File: src/rtl/okrl_pkg.sv
// Shared types and codes for the ordered keyed record list.
`timescale 1ns / 1ps

package okrl_pkg;

	localparam int KEY_W = 32;
	localparam int VAL_W = 16;

	typedef enum logic [1:0] {
		CMD_APPEND = 2'd0,
		CMD_SHOW   = 2'd1,
		CMD_UPDATE = 2'd2,
		CMD_DELETE = 2'd3
	} cmd_t;

	typedef enum logic [1:0] {
		ST_OK       = 2'd0,
		ST_EMPTY    = 2'd1,
		ST_NOTFOUND = 2'd2,
		ST_FULL     = 2'd3
	} status_t;

	typedef struct packed {
		logic signed [VAL_W-1:0] value;
		logic signed [KEY_W-1:0] key;
	} entry_t;

	typedef struct packed {
		status_t                 status;
		logic signed [KEY_W-1:0] key;
		logic signed [VAL_W-1:0] value;
		logic                    last;
	} result_t;

endpackage

File: src/rtl/ordered_keyed_record_list.sv
// Top level of the ordered keyed record list.
`timescale 1ns / 1ps

// Keeps an ordered list of up to DEPTH records (32-bit key, signed Q7.8 value)
// in a single-port-read record memory and runs one command at a time. A new
// request is taken whenever the sequencer is idle, even while a result waits in
// the output register. An append passes through accept, execute and emit.
// Update and delete read and compare one entry at a time, a read in S_RD
// ahead of each compare in S_CMP, until a match or the last record; delete
// then moves each later record up by one place in the same way. Show reads
// and emits each record in turn and waits while the output side stalls.
// Each compare works on the memory's registered read data.
// The record memory needs no clearing after reset.
module ordered_keyed_record_list #(
	parameter int DEPTH = 16
) (
	input  logic        clk,
	input  logic        arst_n,
	input  logic        s_tvalid,
	output logic        s_tready,
	input  logic [47:0] s_tdata,   // key[31:0], value[47:32]
	input  logic [1:0]  s_tuser,   // command[1:0]
	output logic        m_tvalid,
	input  logic        m_tready,
	output logic [47:0] m_tdata,   // key_out[31:0], value_out[47:32]
	output logic [1:0]  m_tuser,   // status[1:0]
	output logic        m_tlast
);
	import okrl_pkg::*;

	localparam int IDX_W = (DEPTH > 1) ? $clog2(DEPTH) : 1;

	logic             mem_we;
	logic [IDX_W-1:0] mem_waddr;
	entry_t           mem_wdata;
	logic             mem_re;
	logic [IDX_W-1:0] mem_raddr;
	entry_t           mem_rdata;
	logic             res_free;
	logic             res_push;
	result_t          res;
	result_t          res_out;

	okrl_mem #(.DEPTH(DEPTH)) u_mem (
		.clk   (clk),
		.we    (mem_we),
		.waddr (mem_waddr),
		.wdata (mem_wdata),
		.re    (mem_re),
		.raddr (mem_raddr),
		.rdata (mem_rdata)
	);

	okrl_ctrl #(.DEPTH(DEPTH)) u_ctrl (
		.clk       (clk),
		.arst_n    (arst_n),
		.req_valid (s_tvalid),
		.req_ready (s_tready),
		.req_cmd   (cmd_t'(s_tuser)),
		.req_key   (s_tdata[31:0]),
		.req_value (s_tdata[47:32]),
		.res_free  (res_free),
		.res_push  (res_push),
		.res       (res),
		.mem_we    (mem_we),
		.mem_waddr (mem_waddr),
		.mem_wdata (mem_wdata),
		.mem_re    (mem_re),
		.mem_raddr (mem_raddr),
		.mem_rdata (mem_rdata)
	);

	okrl_obuf u_obuf (
		.clk    (clk),
		.arst_n (arst_n),
		.push   (res_push),
		.din    (res),
		.free   (res_free),
		.valid  (m_tvalid),
		.ready  (m_tready),
		.dout   (res_out)
	);

	assign m_tdata = {res_out.value, res_out.key};
	assign m_tuser = res_out.status;
	assign m_tlast = res_out.last;

endmodule

File: src/rtl/okrl_mem.sv
// Record store: one write port, one read port with registered read data.
`timescale 1ns / 1ps

module okrl_mem #(
	parameter int DEPTH = 16,
	localparam int IDX_W = (DEPTH > 1) ? $clog2(DEPTH) : 1
) (
	input  logic              clk,
	input  logic              we,
	input  logic [IDX_W-1:0]  waddr,
	input  okrl_pkg::entry_t  wdata,
	input  logic              re,
	input  logic [IDX_W-1:0]  raddr,
	output okrl_pkg::entry_t  rdata
);
	import okrl_pkg::*;

	entry_t mem [DEPTH];
	entry_t rdata_q;

	always_ff @(posedge clk) begin
		if (we) begin
			mem[waddr] <= wdata;
		end
		if (re) begin
			rdata_q <= mem[raddr];
		end
	end

	assign rdata = rdata_q;

endmodule

File: src/rtl/okrl_ctrl.sv
// Command sequencer: walks the record store to append, show, update and delete.
`timescale 1ns / 1ps

module okrl_ctrl #(
	parameter int DEPTH = 16,
	localparam int IDX_W = (DEPTH > 1) ? $clog2(DEPTH) : 1,
	localparam int CNT_W = $clog2(DEPTH + 1)
) (
	input  logic                                clk,
	input  logic                                arst_n,
	input  logic                                req_valid,
	output logic                                req_ready,
	input  okrl_pkg::cmd_t                      req_cmd,
	input  logic signed [okrl_pkg::KEY_W-1:0]   req_key,
	input  logic signed [okrl_pkg::VAL_W-1:0]   req_value,
	input  logic                                res_free,
	output logic                                res_push,
	output okrl_pkg::result_t                   res,
	output logic                                mem_we,
	output logic [IDX_W-1:0]                    mem_waddr,
	output okrl_pkg::entry_t                    mem_wdata,
	output logic                                mem_re,
	output logic [IDX_W-1:0]                    mem_raddr,
	input  okrl_pkg::entry_t                    mem_rdata
);
	import okrl_pkg::*;

	typedef enum logic [4:0] {
		S_IDLE = 5'b00001,
		S_EXEC = 5'b00010,
		S_RD   = 5'b00100,
		S_CMP  = 5'b01000,
		S_EMIT = 5'b10000
	} state_t;

	state_t                  state_q;
	cmd_t                    cmd_q;
	logic signed [KEY_W-1:0] key_q;
	logic signed [VAL_W-1:0] value_q;
	logic [CNT_W-1:0]        count_q;
	logic [IDX_W-1:0]        idx_q;
	logic                    shift_q;
	status_t                 res_status_q;
	logic signed [KEY_W-1:0] res_key_q;
	logic signed [VAL_W-1:0] res_value_q;

	logic is_full;
	logic is_empty;
	logic is_tail;
	logic match;

	assign is_full  = (count_q == CNT_W'(DEPTH));
	assign is_empty = (count_q == '0);
	assign is_tail  = ((CNT_W'(idx_q) + CNT_W'(1)) == count_q);
	assign match    = (mem_rdata.key == key_q);

	assign req_ready = (state_q == S_IDLE);

	assign mem_re    = (state_q == S_RD);
	assign mem_raddr = idx_q;

	always_comb begin
		mem_we    = 1'b0;
		mem_waddr = idx_q;
		mem_wdata = '{value: value_q, key: key_q};
		if (state_q == S_EXEC && cmd_q == CMD_APPEND && !is_full) begin
			mem_we    = 1'b1;
			mem_waddr = count_q[IDX_W-1:0];
		end else if (state_q == S_CMP && cmd_q == CMD_UPDATE && match) begin
			mem_we = 1'b1;
		end else if (state_q == S_CMP && cmd_q == CMD_DELETE && shift_q) begin
			// move the entry just read up by one place
			mem_we    = 1'b1;
			mem_waddr = idx_q - IDX_W'(1);
			mem_wdata = mem_rdata;
		end
	end

	always_comb begin
		res_push = 1'b0;
		res      = '{status: res_status_q, key: res_key_q, value: res_value_q, last: 1'b1};
		if (state_q == S_CMP && cmd_q == CMD_SHOW) begin
			res_push = res_free;
			res      = '{status: ST_OK, key: mem_rdata.key, value: mem_rdata.value,
				last: is_tail};
		end else if (state_q == S_EMIT) begin
			res_push = res_free;
		end
	end

	always_ff @(posedge clk or negedge arst_n) begin
		if (!arst_n) begin
			state_q <= S_IDLE;
			count_q <= '0;
			idx_q   <= '0;
			shift_q <= 1'b0;
		end else begin
			case (state_q)
				S_IDLE: begin
					if (req_valid) begin
						state_q <= S_EXEC;
					end
				end
				S_EXEC: begin
					idx_q   <= '0;
					shift_q <= 1'b0;
					case (cmd_q)
						CMD_APPEND: begin
							if (!is_full) begin
								count_q <= count_q + CNT_W'(1);
							end
							state_q <= S_EMIT;
						end
						default: begin
							state_q <= is_empty ? S_EMIT : S_RD;
						end
					endcase
				end
				S_RD: begin
					state_q <= S_CMP;
				end
				S_CMP: begin
					case (cmd_q)
						CMD_SHOW: begin
							if (res_free) begin
								state_q <= is_tail ? S_IDLE : S_RD;
								idx_q   <= idx_q + IDX_W'(1);
							end
						end
						CMD_UPDATE: begin
							if (match || is_tail) begin
								state_q <= S_EMIT;
							end else begin
								idx_q   <= idx_q + IDX_W'(1);
								state_q <= S_RD;
							end
						end
						CMD_DELETE: begin
							if (shift_q || match) begin
								if (is_tail) begin
									count_q <= count_q - CNT_W'(1);
									state_q <= S_EMIT;
								end else begin
									shift_q <= 1'b1;
									idx_q   <= idx_q + IDX_W'(1);
									state_q <= S_RD;
								end
							end else if (is_tail) begin
								state_q <= S_EMIT;
							end else begin
								idx_q   <= idx_q + IDX_W'(1);
								state_q <= S_RD;
							end
						end
						default: begin
							state_q <= S_IDLE;
						end
					endcase
				end
				S_EMIT: begin
					if (res_free) begin
						state_q <= S_IDLE;
					end
				end
				default: begin
					state_q <= S_IDLE;
				end
			endcase
		end
	end

	// request capture and result fields
	always_ff @(posedge clk) begin
		if (state_q == S_IDLE && req_valid) begin
			cmd_q   <= req_cmd;
			key_q   <= req_key;
			value_q <= req_value;
		end
		if (state_q == S_EXEC) begin
			res_key_q   <= key_q;
			res_value_q <= value_q;
			case (cmd_q)
				CMD_APPEND: begin
					res_status_q <= is_full ? ST_FULL : ST_OK;
				end
				CMD_SHOW: begin
					res_status_q <= ST_EMPTY;
					res_key_q    <= '0;
					res_value_q  <= '0;
				end
				CMD_DELETE: begin
					res_status_q <= ST_EMPTY;
					res_value_q  <= '0;
				end
				default: begin
					res_status_q <= ST_EMPTY;
				end
			endcase
		end
		if (state_q == S_CMP) begin
			case (cmd_q)
				CMD_UPDATE: begin
					res_status_q <= match ? ST_OK : ST_NOTFOUND;
				end
				CMD_DELETE: begin
					if (!shift_q && match) begin
						res_status_q <= ST_OK;
						res_value_q  <= mem_rdata.value;
					end else if (!shift_q) begin
						res_status_q <= ST_NOTFOUND;
					end
				end
				default: begin
					res_status_q <= res_status_q;
				end
			endcase
		end
	end

endmodule

File: src/rtl/okrl_obuf.sv
// Output register: holds one result until the downstream side takes it.
`timescale 1ns / 1ps

module okrl_obuf (
	input  logic              clk,
	input  logic              arst_n,
	input  logic              push,
	input  okrl_pkg::result_t din,
	output logic              free,
	output logic              valid,
	input  logic              ready,
	output okrl_pkg::result_t dout
);
	import okrl_pkg::*;

	logic    valid_q;
	result_t data_q;

	assign free  = !valid_q || ready;
	assign valid = valid_q;
	assign dout  = data_q;

	always_ff @(posedge clk or negedge arst_n) begin
		if (!arst_n) begin
			valid_q <= 1'b0;
		end else begin
			valid_q <= push || (valid_q && !ready);
		end
	end

	always_ff @(posedge clk) begin
		if (push) begin
			data_q <= din;
		end
	end

endmodule
File: config.mk
export PLATFORM = sky130hd
export DESIGN_NAME = ordered_keyed_record_list
export DESIGN_NICKNAME = d
export VERILOG_FILES = /design/src/rtl/okrl_pkg.sv /design/src/rtl/ordered_keyed_record_list.sv /design/src/rtl/okrl_mem.sv /design/src/rtl/okrl_ctrl.sv /design/src/rtl/okrl_obuf.sv
export SDC_FILE = /design/constraint.sdc
export NUM_CORES = 1
export LEC_CHECK = 0
export BUFFER_PORTS_ARGS = -buffer_cell sky130_fd_sc_hd__clkbuf_2
export CAP_MARGIN = 20
export CORE_AREA = 4 4 335 337
export CTS_CLUSTER_DIAMETER = 120
export DETAILED_ROUTE_END_ITERATION = 10
export DIE_AREA = 0 0 339 341
export PLACE_DENSITY = 0.57
export SLEW_MARGIN = 40
export SYNTH_ARGS = -nofsm -noshare
export SYNTH_HDL_FRONTEND = slang
export SYNTH_HIERARCHICAL = 1
export SYNTH_SLANG_ARGS = --single-unit
File: constraint.sdc
create_clock -name clk -period 19.7 [get_ports clk]
set_clock_uncertainty 0.05 [all_clocks]
set_input_delay 0.985 -clock clk [delete_from_list [all_inputs] [get_ports clk]]
set_output_delay 0.985 -clock clk [all_outputs]
set_load 0.01 [all_outputs]
[Yosys cells after proc, flatten, opt, wreduce, memory -nomap -nowiden]
Memories as Yosys holds them, arrays and structs flattened. A register that Yosys moved wholly into a read port is not among the register bits.
Cells that the tools add are included.
Storage, ports and cells
  logic and storage cells: 123
  memories kept: 1
  output and inout bits: 53
  register bits after elaboration: 167
  input bits: 54
  memory bits (writable): 768
Memories
  u_mem.mem: words 16, width 48, rd ports 1, clocked after memory_dff 1, wr ports 1, RTL line okrl_mem.sv:18  | entry_t mem [DEPTH];
Operators by class
  equality and inequality tests: 24
  multiplexer cells: 52
  add/subtract/negate cells: 5
  reduce and logical (&&, ||, !) cells: 26
Operators by type and width (count)
  $mux W48: 3
  $mux W16: 5
  $mux W5: 12
  $mux W49: 1
  $eq A32 B32 Y1: 1
  $pmux W5 S5: 1
  $mux W4: 6
  $pmux W5 S3: 1
  $mux W2: 7
  $pmux W4 S3: 1
  $eq A5 B5 Y1 const B: 2
  $logic_and A1 B1 Y1: 10
  $mux W1: 10
  $ne A2 B2 Y1 const B: 5
  $pmux W5 S2: 1
  $ne A3 B3 Y1 const B: 3
  $pmux W4 S2: 1
  $ne A2 B1 Y1 const B: 3
  $reduce_and A6 Y1: 1
  $add A4 B1 Y5 const B: 1
  $add A5 B1 Y5 const B: 1
  $eq A5 B1 Y1 const B: 1
  $eq A5 B2 Y1 const B: 1
  $eq A5 B3 Y1 const B: 1
  21 further kinds: 28

[Longest topological paths before layout]
  word-level depth: 8
  depth in mapped cells: 11
  depth with buffers taken out: 10

[By module]
The synthesis kept the hierarchy.
By module, submodules not included
  okrl_mem: area an instance 30171.4 um^2, sequential area each 24503.5 um^2, instances 1, cells each 1242
  okrl_ctrl: area an instance 6301.0 um^2, sequential area each 3219.3 um^2, instances 1, cells each 537
  okrl_obuf: area an instance 1579.0 um^2, sequential area each 1556.5 um^2, instances 1, cells each 54

[Worst setup path after synthesis]
Ideal clock, no wire load.
  kind: reg-to-reg
  from: register u_ctrl.state_q[1]
  to: memory u_mem/mem[0][0] in the netlist's numbering (enable)
  slack: 13.543 ns
  stages on the path, launching flop included: 11
  data arrival time: 5.594 ns
  required time: 19.137 ns
  clock period less this slack: 6.157 ns
  path buffers: 1
  cells stage by stage: dfrtp_1 nor3_1 nand2_1 inv_2 buf_2 nand4_2 nor4_1 xnor2_1 o21ai_1 or3b_2 nor3_1
RTL lines
  start: declaration: RTL line okrl_ctrl.sv:36  | state_t state_q;
  start signal: assignment: RTL line okrl_ctrl.sv:115  | state_q <= is_empty ? S_EMIT : S_RD;
  start signal: assignment: RTL line okrl_ctrl.sv:126  | state_q <= is_tail ? S_IDLE : S_RD;
  $eq A5 B4 Y1: RTL line okrl_ctrl.sv:69, okrl_ctrl.sv:71
  $logic_and A1 B1 Y1 (2 in a row): RTL line okrl_ctrl.sv:71  | end else if (state_q == S_CMP && cmd_q == CMD_DELETE && shift_q) begin
  $mux W4: RTL line okrl_ctrl.sv:71
  $mux W4: RTL line okrl_ctrl.sv:69  | end else if (state_q == S_CMP && cmd_q == CMD_UPDATE && match) begin
  $mux W4 *: RTL line okrl_ctrl.sv:66  | if (state_q == S_EXEC && cmd_q == CMD_APPEND && !is_full) begin
  via mem_waddr[3]: RTL line ordered_keyed_record_list.sv:34  | logic [IDX_W-1:0] mem_waddr;
  end: declaration: RTL line okrl_mem.sv:18
The timed path passes the listed nets; every way through them passes the cells marked *.

[Final worst setup path]
  from: register u_mem/rdata[11] (netlist name)
  to: memory u_mem/mem[13][38] in the netlist's numbering (enable)
On the way
  longest elaborated chain between the ends: 6
RTL lines
  $eq A32 B32 Y1: RTL line okrl_ctrl.sv:55  | assign match = (mem_rdata.key == key_q);
  $logic_and A1 B1 Y1: RTL line okrl_ctrl.sv:69
  $mux W1: RTL line okrl_ctrl.sv:69
  $mux W1: RTL line okrl_ctrl.sv:66
  via mem_we: RTL line ordered_keyed_record_list.sv:33  | logic mem_we;
  $mux W1: RTL line okrl_mem.sv:22  | if (we) begin
  $mux W1 (implied by the code): RTL line okrl_mem.sv:23  | mem[waddr] <= wdata;
The timed path passes the listed nets, and every way through them passes these cells.

==> results.yml <==
status:
  outcome: "complete, no violations"
cts:
  htreeDepth: 3
  insertion_delay_ps: 670
  clkSinkCount: 983
  cts_resized: 0
  clk_pin_slew_ps: 60
  cts_tree: "yes"
  cts-buffers-inserted: 99
  cts_root_buffer: "clkbuf_16"
  clock_path_buffers: 3
  post-cts-setup-buffers: 0
  cts_hold_buf: 0
global_routing:
  gr-total-overflow: 0
  grt_pass1_vias: 19050
  grt_start_max_net_pins: 84
  antenna_found_initial: 5
  grtUsageTotal_pct: 15.32
  grt_pass1_wl_um: 131800
power:
  power_density_mw_per_mm2: 120.9
  total_power_mw: 5.295
  ir_drop_mv: 0.08497
  p_leak_nw: 13.82
die:
  initial_utilization_pct: 34.96
  rows: 121
  die_h_um: 341
  die-area_mm2: 0.1156
  coreArea_mm2: 0.1089
  io_pins: 107
  fp.dieW_um: 339
worst_setup_path:
  startpoint: "u_mem/rdata[11]"
  critPathKind: "reg -> reg"
  startpoint_type: "register"
  arrival_ps: 5160
  cp.required_ps: 19930
  crit_fanout: 32
  cp-end-kind: "register"
  reg2reg_from: "u_mem/rdata[11]"
  reg2reg_depth: 9
  rr_endpoint: "u_mem/mem[13][38]"
  r2r_slack_ps: 14770
timing:
  rsz0062_at_grt: "no"
  tightest_slew_ps: 847.8
  finalCriticalPeriod_ps: 4929
  setup_tns_ps: 0
  hold_viol: 0
  postLayoutSetupSlackWorst_ps: 14770
  slew-limit-headroom_pct: 43.48
  fin_crit_sh_pct: 25.02
  setup_viol: 0
  fmax_mhz: 202.9
  hold_slack_ps: 216.3
  slew_viol_final: 0
synthesis:
  synth_area_leaders: "edfxtp_1, mux4_2, mux2_2"
  synth.avg_cell_area_um2: 20.76
  synth_nets: 1893
  synth_ff_type: "edfxtp_1"
  synth_top_cells_by_count: "edfxtp_1, mux4_2, a22oi_1"
  ys_seq_elements: 983
  syn_inst: 1833
  async_flop_share_pct: 1.628
  synth-seq-area-share_pct: 76.95
  synth_area_mm2: 0.03805
  synth.most_common_cell: "edfxtp_1"
  synth_cell_types: 64
  netlist.area_leader.share_pct: 75.05
  synthDominantAreaCellType: "edfxtp_1"
  synth-edff-count: 951
  ys_warn_count: 6
layout:
  drive_gt1_share_pct: 29.06
  nets: 2047
  area_growth_pct: 15.13
  fin_cells: 3483
  fin_util_pct: 40.25
  design_area_mm2: 0.04381
placed_design:
  dp_slack_ps: 14530
  placed_cells: 3296
  hpwlAfterDp_um: 50170
  placed_cell_area_mm2: 0.04049
  io_buffer_count: 106
  gp_congestion: 0.7552
hold_path:
  hold_path.class: "in -> async"
route:
  ant_nets: 0
  drt_iter0_drc: 1482
  drt-wirelength-per-cell_um: 25.55
  postRouteWirelength_um: 89000
  drcViolationCount: 0
  dr.pass1.iters: 5
  vias: 18200
  via_per_inst: 5.225
job:
  maxCapViolations: 0
-- worst max-delay path, cell delays in order (launching register included) --
cell and delay [ps]:
edfxtp_1 420, xnor2_1 320, nand4_1 400, nor4_2 810, nand2_1 280, o21ai_0 240
a31o_2 230, nand3_1 330, nor2_4 740, buf_4 660
-- worst max-delay path by stage --
stage | depth (start not counted) | end | slack (ps)
final | 9 | u_mem/mem[13][38] | 14770
after CTS | 10 | u_mem/mem[11][16] | 14510
after floorplan | 10 | u_mem/mem[0][0] | 13540
after global placement | 10 | u_mem/mem[11][40] | 14510
after detailed placement | 10 | u_mem/mem[11][43] | 14530
after global routing | 11 | u_mem/mem[13][38] | 14600
-- layer usage --
| metal | GRT usage, % | part of all wire [%] | vias up |
|---|---|---|---|
| met5 | 0 | 0.015 | - |
| met4 | 3.901 | 1.9 | 2 |
| met3 | 2.037 | 4.4 | 110 |
| met2 | 26.27 | 51 | 459 |
| met1 | 20.76 | 43 | 9775 |
| li1 | - | - | 7852 |
-- cells in the final DEF, fill, tap and decap left out, drive strengths merged, types with 2 or more instances in the layout --
| cell type | Yosys | routed |
|---|---|---|
| mux4 | 192 | 192 |
| nand2b | 7 | 7 |
| o31ai | 2 | 2 |
| nand4 | 10 | 10 |
| o21ai | 26 | 26 |
| and2 | 37 | 37 |
| inv | 28 | 32 |
| clkinv | 0 | 49 |
| xnor2 | 41 | 41 |
| o22ai | 2 | 2 |
| nor2b | 4 | 4 |
| mux2 | 82 | 82 |
| a21oi | 27 | 27 |
| edfxtp | 951 | 951 |
| nand3 | 5 | 5 |
| a31o | 2 | 2 |
| dfrtp | 15 | 15 |
| o211ai | 4 | 4 |
| dfxtp | 16 | 16 |
| nor3 | 9 | 9 |
| bufinv | 0 | 12 |
| a22oi | 96 | 96 |
| xor2 | 2 | 2 |
| clkbuf | 48 | 222 |
| a31oi | 2 | 2 |
| or2 | 3 | 3 |
| ha | 5 | 5 |
| o32ai | 2 | 2 |
| nor3b | 18 | 18 |
| nand3b | 3 | 3 |
| nand2 | 78 | 78 |
| nor2 | 21 | 21 |
| clkinvlp | 0 | 2 |
| buf | 47 | 41 |
| a2111oi | 2 | 2 |
| or3 | 3 | 3 |
| mux2i | 19 | 19 |
| nor4 | 5 | 5 |
| o21a | 2 | 2 |
-- logic make-up (layout without fill, tap and decap cells) --
logic type	after synthesis	after routing	share of synthesized area, %
other cells	0	1	0
xor+xnor	43	43	0.9897
fa+ha+maj	6	6	0.2170
flops	983	983	76.95
compound gates	177	177	3.209
mux	293	293	14.29
buf+inv	123	358	1.450
simple gates	208	208	2.897
-- sequential cells by signal, summed over array words and instances, names as in the netlist --
register and count:
u_mem/mem 768, u_obuf/dout 51, u_mem/rdata 48, u_ctrl/key_q 32
u_ctrl/res_key_q 32, u_ctrl/res_value_q 16, u_ctrl/value_q 16, u_ctrl/count_q 5
u_ctrl/state_q 5, u_ctrl/mem_raddr 4, u_ctrl/cmd_q 2, u_ctrl/res_status_q 2
u_ctrl/shift_q 1, u_obuf/valid 1
-- final cells by class --
type	instances	area (um^2)
clock inverters	67	699.4
clock buffers	115	2537
flip-flops and latches	983	29290
repair buffers	148	1011
diodes	1	2.502
fillers	9497	65040
multi-input cells	727	8398
inverters	28	105.1
well taps	1414	1769
-- where the power goes --
part	total, mW	internal (mW)	switching, mW	leakage, nW
Combinational	0.849	0.333	0.516	3.32
Clock	1.86	1.08	0.779	1.58
Sequential	2.58	2.51	0.0749	8.92
Power figures use the tool's default switching activity.
